### config.mk
export PLATFORM = sky130hd
export DESIGN_NAME = signed_int_to_radix_digits
export DESIGN_NICKNAME = d
export VERILOG_FILES = /design/src/rtl/sird_pkg.sv /design/src/rtl/signed_int_to_radix_digits.sv /design/src/rtl/sird_alpha_check.sv /design/src/rtl/sird_divider.sv
export SDC_FILE = /design/constraint.sdc
export NUM_CORES = 2
export LEC_CHECK = 0
export BUFFER_PORTS_ARGS = -buffer_cell sky130_fd_sc_hd__buf_2
export CORE_ASPECT_RATIO = 1.2
export CORE_MARGIN = 2
export CORE_UTILIZATION = 40
export DETAILED_ROUTE_END_ITERATION = 7
export GPL_TIMING_DRIVEN = 0
export SETUP_SLACK_MARGIN = 0.15
export SLEW_MARGIN = 5
export SYNTH_ARGS = -nofsm -noshare
export SYNTH_HDL_FRONTEND = slang
export SYNTH_SLANG_ARGS = --single-unit
### constraint.sdc
create_clock -name clk -period 11.7 [get_ports clk]
set_input_delay 1.755 -clock clk [delete_from_list [all_inputs] [get_ports clk]]
set_output_delay 1.755 -clock clk [all_outputs]
set_load 0.02 [all_outputs]
### src/rtl/sird_pkg.sv
`timescale 1ns / 1ps
package sird_pkg;

  localparam int NUM_W      = 32;
  localparam int RADIX_W    = 5;
  localparam int DIGIT_W    = 4;
  localparam int CHAR_W     = 8;
  localparam int TOTAL_W    = 6;
  localparam int ALPHA_CHARS = 16;
  localparam int ALPHA_W    = ALPHA_CHARS * CHAR_W;
  localparam int DIG_DEPTH  = 32;
  localparam int DIG_AW     = $clog2(DIG_DEPTH);
  localparam int CFG_IDX_W  = 2;
  localparam int CFG_DATA_W = 64;

  // reciprocal scaled by 2^RECIP_SHIFT, floor
  localparam int RECIP_SHIFT = 35;
  localparam int RECIP_W     = 35;
  localparam int PROD_W      = NUM_W + RECIP_W;

  localparam logic [CHAR_W-1:0] MINUS_CODE = 8'h2D;
  localparam logic [CHAR_W-1:0] PLUS_CODE  = 8'h2B;
  localparam logic [CHAR_W-1:0] PRINT_LO   = 8'h20;
  localparam logic [CHAR_W-1:0] PRINT_HI   = 8'h7E;
  localparam logic [RADIX_W-1:0] MIN_RADIX = 5'd2;

  localparam logic [CFG_IDX_W-1:0] CFG_RADIX_LEN = 2'd0;
  localparam logic [CFG_IDX_W-1:0] CFG_ALPHA_LO  = 2'd1;
  localparam logic [CFG_IDX_W-1:0] CFG_ALPHA_HI  = 2'd2;

  typedef struct packed {
    logic                  done;
    logic [NUM_W-1:0]      quo;
    logic [DIGIT_W-1:0]    rem;
  } div_res_t;

  function automatic logic [RECIP_W-1:0] recip_lookup(input logic [RADIX_W-1:0] r);
    logic [RECIP_W-1:0] m;
    case (r)
      5'd2:    m = 35'd17179869184;
      5'd3:    m = 35'd11453246122;
      5'd4:    m = 35'd8589934592;
      5'd5:    m = 35'd6871947673;
      5'd6:    m = 35'd5726623061;
      5'd7:    m = 35'd4908534052;
      5'd8:    m = 35'd4294967296;
      5'd9:    m = 35'd3817748707;
      5'd10:   m = 35'd3435973836;
      5'd11:   m = 35'd3123612578;
      5'd12:   m = 35'd2863311530;
      5'd13:   m = 35'd2643056797;
      5'd14:   m = 35'd2454267026;
      5'd15:   m = 35'd2290649224;
      5'd16:   m = 35'd2147483648;
      default: m = '0;
    endcase
    return m;
  endfunction

endpackage

### src/rtl/signed_int_to_radix_digits.sv
`timescale 1ns / 1ps
// Writes a signed 32-bit integer out as ASCII characters in a configured radix.
// Configuration: cfg_index 0 sets the radix (alphabet length), 1 and 2 load
// alphabet characters 0..7 and 8..15, lowest byte first. cfg_ready is always
// high; write only while no item is in flight.
// Input: one item per in_valid/in_ready handshake; in_ready is high only while
// the block is idle. Output: one item per character, most significant digit
// first, a leading minus for negative values. is_last marks the final item of
// an input, which also carries emitted_total. A bad alphabet gives a single
// item with alphabet_bad set.
// Timing: each digit passes through the shared reciprocal divider, first its
// product register and then its quotient and remainder register; the characters
// then follow at one per cycle while the receiver is ready.
// A stalled receiver holds the output register and the sequencer waits; the
// next input is taken as soon as the last character is registered.
// Reset (synchronous, rst_n low) clears the configuration, the output valid flag
// and the digit count and idles the block; the data registers are not reset.
module signed_int_to_radix_digits
  import sird_pkg::*;
#(
  parameter int MAX_RADIX = 16
) (
  input  logic                  clk,
  input  logic                  rst_n,
  input  logic                  cfg_valid,
  output logic                  cfg_ready,
  input  logic [CFG_IDX_W-1:0]  cfg_index,
  input  logic [CFG_DATA_W-1:0] cfg_data,
  input  logic                  in_valid,
  output logic                  in_ready,
  input  logic signed [NUM_W-1:0] in_number,
  output logic                  out_valid,
  input  logic                  out_ready,
  output logic [CHAR_W-1:0]     out_char_code,
  output logic                  out_is_last,
  output logic                  out_alphabet_bad,
  output logic [TOTAL_W-1:0]    out_emitted_total
);

  typedef enum logic [1:0] {S_IDLE, S_DIV, S_WAIT, S_EMIT} state_t;

  state_t                state_r;
  logic [RADIX_W-1:0]    radix_len_r;
  logic [CFG_DATA_W-1:0] alpha_lo_r;
  logic [CFG_DATA_W-1:0] alpha_hi_r;
  logic [NUM_W-1:0]      mag_r;
  logic                  neg_r;
  logic                  bad_r;
  logic                  sign_pend_r;
  logic [TOTAL_W-1:0]    nd_r;
  logic [TOTAL_W-1:0]    tot_r;
  logic [DIGIT_W-1:0]    rd_digit_r;
  logic [DIGIT_W-1:0]    dig_mem [DIG_DEPTH];

  logic                  out_valid_r;
  logic [CHAR_W-1:0]     out_char_r;
  logic                  out_last_r;
  logic                  out_bad_r;
  logic [TOTAL_W-1:0]    out_total_r;

  logic [ALPHA_W-1:0]    alphabet;
  logic                  alpha_bad;
  logic                  slot_free;
  logic                  more_digits;
  logic                  div_start;
  logic [NUM_W-1:0]      div_dividend;
  div_res_t              div_res;
  logic [CHAR_W-1:0]     digit_char;
  logic [NUM_W-1:0]      in_raw;

  assign alphabet  = {alpha_hi_r, alpha_lo_r};
  assign cfg_ready = 1'b1;
  assign in_ready  = (state_r == S_IDLE);
  assign slot_free = !out_valid_r || out_ready;
  assign in_raw    = in_number;

  sird_alpha_check #(
    .MAX_RADIX (MAX_RADIX)
  ) u_check (
    .radix_len (radix_len_r),
    .alphabet  (alphabet),
    .alpha_bad (alpha_bad)
  );

  // chain the next division straight off the previous quotient
  assign more_digits  = (div_res.quo != '0) && (nd_r != TOTAL_W'(DIG_DEPTH - 1));
  assign div_start    = (state_r == S_DIV) ||
                        ((state_r == S_WAIT) && div_res.done && more_digits);
  assign div_dividend = (state_r == S_DIV) ? mag_r : div_res.quo;

  sird_divider u_div (
    .clk      (clk),
    .rst_n    (rst_n),
    .start    (div_start),
    .dividend (div_dividend),
    .radix    (radix_len_r),
    .res      (div_res)
  );

  assign digit_char = alphabet[{rd_digit_r, 3'b000} +: CHAR_W];

  always_ff @(posedge clk) begin
    if (!rst_n) begin
      radix_len_r <= '0;
      alpha_lo_r  <= '0;
      alpha_hi_r  <= '0;
    end else if (cfg_valid) begin
      unique case (cfg_index)
        CFG_RADIX_LEN: radix_len_r <= cfg_data[RADIX_W-1:0];
        CFG_ALPHA_LO:  alpha_lo_r  <= cfg_data;
        CFG_ALPHA_HI:  alpha_hi_r  <= cfg_data;
        default: ;
      endcase
    end
  end

  always_ff @(posedge clk) begin
    if (!rst_n) begin
      state_r     <= S_IDLE;
      out_valid_r <= 1'b0;
      sign_pend_r <= 1'b0;
      nd_r        <= '0;
    end else begin
      // while emitting, the emit arm below decides the output valid
      if (out_valid_r && out_ready && (state_r != S_EMIT)) begin
        out_valid_r <= 1'b0;
      end
      unique case (state_r)
        S_IDLE: begin
          if (in_valid) begin
            neg_r   <= in_raw[NUM_W-1];
            mag_r   <= in_raw[NUM_W-1] ? (NUM_W'(0) - in_raw) : in_raw;
            bad_r   <= alpha_bad;
            nd_r    <= '0;
            state_r <= alpha_bad ? S_EMIT : S_DIV;
          end
        end
        S_DIV: begin
          state_r <= S_WAIT;
        end
        S_WAIT: begin
          if (div_res.done) begin
            dig_mem[nd_r[DIG_AW-1:0]] <= div_res.rem;
            // newest digit is the first one read out
            rd_digit_r <= div_res.rem;
            nd_r <= nd_r + TOTAL_W'(1);
            if (!more_digits) begin
              tot_r       <= nd_r + TOTAL_W'(1) + TOTAL_W'(neg_r);
              sign_pend_r <= neg_r;
              state_r     <= S_EMIT;
            end
          end
        end
        S_EMIT: begin
          if (slot_free) begin
            out_valid_r <= 1'b1;
            if (bad_r) begin
              out_char_r  <= '0;
              out_last_r  <= 1'b1;
              out_bad_r   <= 1'b1;
              out_total_r <= '0;
              state_r     <= S_IDLE;
            end else if (sign_pend_r) begin
              // at least one digit always follows the sign
              out_char_r  <= MINUS_CODE;
              out_last_r  <= 1'b0;
              out_bad_r   <= 1'b0;
              out_total_r <= '0;
              sign_pend_r <= 1'b0;
            end else begin
              out_char_r  <= digit_char;
              out_last_r  <= (nd_r == TOTAL_W'(1));
              out_bad_r   <= 1'b0;
              out_total_r <= (nd_r == TOTAL_W'(1)) ? tot_r : '0;
              nd_r        <= nd_r - TOTAL_W'(1);
              // fetch the digit for the next character
              rd_digit_r  <= dig_mem[DIG_AW'(nd_r - TOTAL_W'(2))];
              if (nd_r == TOTAL_W'(1)) begin
                state_r <= S_IDLE;
              end
            end
          end else begin
            out_valid_r <= out_valid_r;
          end
        end
        default: state_r <= S_IDLE;
      endcase
    end
  end

  assign out_valid         = out_valid_r;
  assign out_char_code     = out_char_r;
  assign out_is_last       = out_last_r;
  assign out_alphabet_bad  = out_bad_r;
  assign out_emitted_total = out_total_r;

endmodule

### src/rtl/sird_alpha_check.sv
`timescale 1ns / 1ps
module sird_alpha_check
  import sird_pkg::*;
#(
  parameter int MAX_RADIX = 16
) (
  input  logic [RADIX_W-1:0] radix_len,
  input  logic [ALPHA_W-1:0] alphabet,
  output logic               alpha_bad
);

  logic [ALPHA_CHARS-1:0] in_use;
  logic [ALPHA_CHARS-1:0] char_bad;
  logic [ALPHA_CHARS-1:0] dup_hit;
  logic                   len_bad;

  assign len_bad = (radix_len < MIN_RADIX) || (radix_len > RADIX_W'(MAX_RADIX));

  always_comb begin
    for (int i = 0; i < ALPHA_CHARS; i++) begin
      logic [CHAR_W-1:0] c;
      c = alphabet[i*CHAR_W +: CHAR_W];
      in_use[i]   = radix_len > RADIX_W'(i);
      char_bad[i] = in_use[i] && ((c == MINUS_CODE) || (c == PLUS_CODE) ||
                                  (c < PRINT_LO) || (c > PRINT_HI));
      dup_hit[i]  = 1'b0;
      // pairwise compare against every later character in use
      for (int j = i + 1; j < ALPHA_CHARS; j++) begin
        if (in_use[i] && (radix_len > RADIX_W'(j)) &&
            (alphabet[j*CHAR_W +: CHAR_W] == c)) begin
          dup_hit[i] = 1'b1;
        end
      end
    end
  end

  assign alpha_bad = len_bad || (|char_bad) || (|dup_hit);

endmodule

### src/rtl/sird_divider.sv
`timescale 1ns / 1ps
module sird_divider
  import sird_pkg::*;
(
  input  logic               clk,
  input  logic               rst_n,
  input  logic               start,
  input  logic [NUM_W-1:0]   dividend,
  input  logic [RADIX_W-1:0] radix,
  output div_res_t           res
);

  logic                  busy_r;
  logic                  done_r;
  logic [PROD_W-1:0]     prod_r;
  logic [NUM_W-1:0]      dvd_r;
  logic [RADIX_W-1:0]    radix_r;
  logic [NUM_W-1:0]      quo_r;
  logic [DIGIT_W-1:0]    rem_r;

  logic [NUM_W-1:0]      q_est;
  logic [5:0]            qr_low;
  logic [5:0]            rem6;
  logic [5:0]            rem6_adj;
  logic                  fix;
  logic [NUM_W-1:0]      quo_nxt;
  logic [DIGIT_W-1:0]    rem_nxt;

  // floor reciprocal is at most one short, so only the low bits of q*r matter
  assign q_est    = prod_r[PROD_W-1:RECIP_SHIFT];
  assign qr_low   = 6'(q_est[5:0] * {1'b0, radix_r});
  assign rem6     = dvd_r[5:0] - qr_low;
  assign fix      = rem6 >= {1'b0, radix_r};
  assign rem6_adj = rem6 - {1'b0, radix_r};
  assign quo_nxt  = fix ? q_est + NUM_W'(1) : q_est;
  assign rem_nxt  = fix ? rem6_adj[DIGIT_W-1:0] : rem6[DIGIT_W-1:0];

  always_ff @(posedge clk) begin
    if (!rst_n) begin
      busy_r <= 1'b0;
      done_r <= 1'b0;
    end else begin
      busy_r <= start;
      done_r <= busy_r;
      if (start) begin
        prod_r  <= PROD_W'(dividend) * PROD_W'(recip_lookup(radix));
        dvd_r   <= dividend;
        radix_r <= radix;
      end
      if (busy_r) begin
        quo_r <= quo_nxt;
        rem_r <= rem_nxt;
      end
    end
  end

  assign res.done = done_r;
  assign res.quo  = quo_r;
  assign res.rem  = rem_r;

endmodule

==> impl_metrics.tcl <==
set metrics [dict create \
    cp.required_ns 12.07 \
    outcome "finished with violations" \
    area_delta_synth_final_pct 7.91 \
    synth_edf_count 267 \
    globalplace.congestion 1.06 \
    clk_pin_slew_ns 0.07 \
    drv_cap 22 \
    hpwl_mm 248 \
    yosysTopAreaCellShare_pct 30.4 \
    ys.flop_type "edfxtp_1" \
    cp.arrival_ns 11.88 \
    synth_nets 8125 \
    finalPower_mw 7.07 \
    yosysWarningCount 0 \
    yosysTopAreaCell "fa_1" \
    overflow 0 \
    path_max_fanout 10 \
    timing_worst_setup_path_type "flip-flop to flip-flop" \
    die_h_um 444 \
    htreeDepth 2 \
    finalSetupViolations 0 \
    first_iter_violations 7285 \
    insertion_delay_ns 0.70 \
    critPathLaunchType "flip-flop" \
    nNetsFinal 8302 \
    drcViolationCount 0 \
    cts_root_buf "clkbuf_16" \
    skew_ns 0.0842 \
    synth_seq_cells 434 \
    grt_pass1_vias 54900 \
    worst_pin_slew_ns 1.63 \
    ir_drop_mv 0.268 \
    final_cell_mix "inv_1, fa_1, nand2_1" \
    die_area_mm2 0.165 \
    cts_sinks 434 \
    powerDensity_mw_per_mm2 101 \
    synth_area_leaders "fa_1, edfxtp_1, xnor2_1" \
    yosysSeqAreaShare_pct 17.6 \
    nFillCells 15800 \
    start_util_pct 40.3 \
    seqCellArea_mm2 0.0114 \
    synth_cells 6741 \
    placementRows 161 \
    cts_buffer_depth 3 \
    numCtsBuffers 45 \
    ios 122 \
    drive_gt1_share_pct 5.81 \
    syn_area_mm2 0.0647 \
    grt_max_degree 34 \
    async_flop_share_pct 0 \
    vias 54100 \
    leakage_nw 32.5 \
    hold_class "flip-flop to flip-flop" \
    synth_cell_type_count 76 \
    synth_area_per_cell_um2 9.59 \
    period_minus_slack_ns 11.51 \
    violations "capacitance limit, slew limit" \
    routed_via_density 5.95 \
    timing.final.crit_share_pct 98.4 \
    setup_ws_ns 0.186 \
    max_stage_delay_ns 0.66 \
    crit_path_frequent_cell "fa_1" \
    endpoint_kind "flip-flop" \
    finalWirelength_mm 322 \
    pre_cts_slack_ns -0.133 \
    antenna_found_initial 31 \
    grt_use_total_pct 39.1 \
    ant_nets 0 \
    crit_slowest_cell "fa_1" \
    fmax_ghz 0.0869 \
    drt_first_pass_iters 6 \
    rsz0062_at_grt "no" \
    cts_tree "done" \
    slew_headroom_pct -8.75 \
    multi_input_area_mm2 0.0477 \
    grt_pass1_wl_mm 441 \
    core_mm2 0.161 \
    hold_viol_final 0 \
    final_common_cell "inv_1" \
    portBuffers 119 \
    drv_slew 208 \
    die_w_um 371 \
    wl_per_cell_um 35.4 \
]
power by group:
part	internal, mW	switching (mW)
combinational	1.15	2.44
clock	0.829	0.699
sequential	1.83	0.126
metrics by stage:
step | utilization [%] | area (µm²) | setup TNS (ns) | std cells | hold WS (ns)
after CTS | 43.4 | 69700 | 0 | 9068 | 0.464
final | 43.5 | 69800 | 0 | 9090 | 0.464
after global routing | 43.4 | 69700 | 0 | 9071 | 0.490
after detailed placement | 42.4 | 68100 | -0.344 | 8987 | 0.438
after floorplan | - | 64700 | 0 | 6741 | 0.406
after global placement | 42.3 | 67900 | -4.68 | 8979 | 0.418
cells in the mapped netlist, types with 80 or more instances:
cell type and number:
a21boi_0 130, a21oi_1 101, and2_1 360, buf_1 130
clkbuf_1 354, dfxtp_1 167, edfxtp_1 267, fa_1 983
ha_1 298, inv_1 1033, mux4_2 80, nand2_1 741
nand4_1 173, nor2_1 146, nor4_1 129, xnor2_1 644
xor2_1 440
worst max-delay path, delay by kind of cell, from the launching register on:
| kind | cells | cell delay [ns] |
|---|---|---|
| DFF | 1 | 0.34 |
| and+or+nand+nor | 2 | 0.28 |
| adders and majority gates | 10 | 5.42 |
| muxes | 1 | 0.54 |
| xor gates and xnor gates | 1 | 0.16 |
| AOI/OAI and AO/OA | 8 | 2.46 |
| buffers and inverters | 7 | 1.93 |
sequential cells by signal, summed over array words and instances, names as in the netlist, 2 cells and up, named ones only:
register	flops
dig_mem	128
alpha_hi_r	64
out_char_code	8
state_r	2
alpha_lo_r	64
u_div.dvd_r	6
u_div.radix_r	5
u_div.rem_r	4
mag_r	32
out_emitted_total	6
nd_r	6
radix_len_r	5
tot_r	6
u_div.quo_r	32
rd_digit_r	4
u_div.prod_r	32
metal layers:
layer  GRT usage [%]  wire, µm  up-vias
met3            12.2     39100     1262
met2            56.2    133000     4083
met5           0.355       185        -
met4            28.7     30400       16
li1                -         -    21600
met1            49.3    119000    27100
worst paths after layout:
check                             startpoint                to  slack (ns)  cells past startpoint
worst max-delay path              state_r[1]  u_div.prod_r[66]        0.19                     29
worst max register to register    state_r[1]  u_div.prod_r[66]        0.19                     29
worst min register to register  u_div.busy_r      u_div.done_r        0.46                      1
worst min-delay path            u_div.busy_r      u_div.done_r        0.46                      1
logic make-up after synthesis:
logic type	count (synthesis)	share of synthesized area [%]
other	1	0.00580
DFF	434	17.6
and+or+nand+nor	1772	13.7
buffers and inverters	1521	8.84
AOI/OAI and AO/OA	520	5.44
muxes	128	3.60
xor gates and xnor gates	1084	14.7
adders and majority gates	1281	36.2
final cells by class:
type	count	share of cell area [%]
Antenna cell	19	0.0681
Sequential cell	434	16.3
Clock buffer	57	1.77
Timing Repair Buffer	131	1.09
Tap cell	2119	3.80
Inverter	1034	5.56
Multi-Input combinational cell	4786	68.3
Clock inverter	24	0.405
Buffer	486	2.72
what timing repair did:
action / 4_1_cts / 5_1_grt
hold endpoints to repair: 0 / 0
gates cloned: 0 / 0
buffers inserted: 0 / 1
gates resized for setup: 4 / 12
hold buffers: 0 / 0
pin swaps: 0 / 1
endpoints found under the setup margin: 15 / 19
Power figures use the tool's default switching activity.
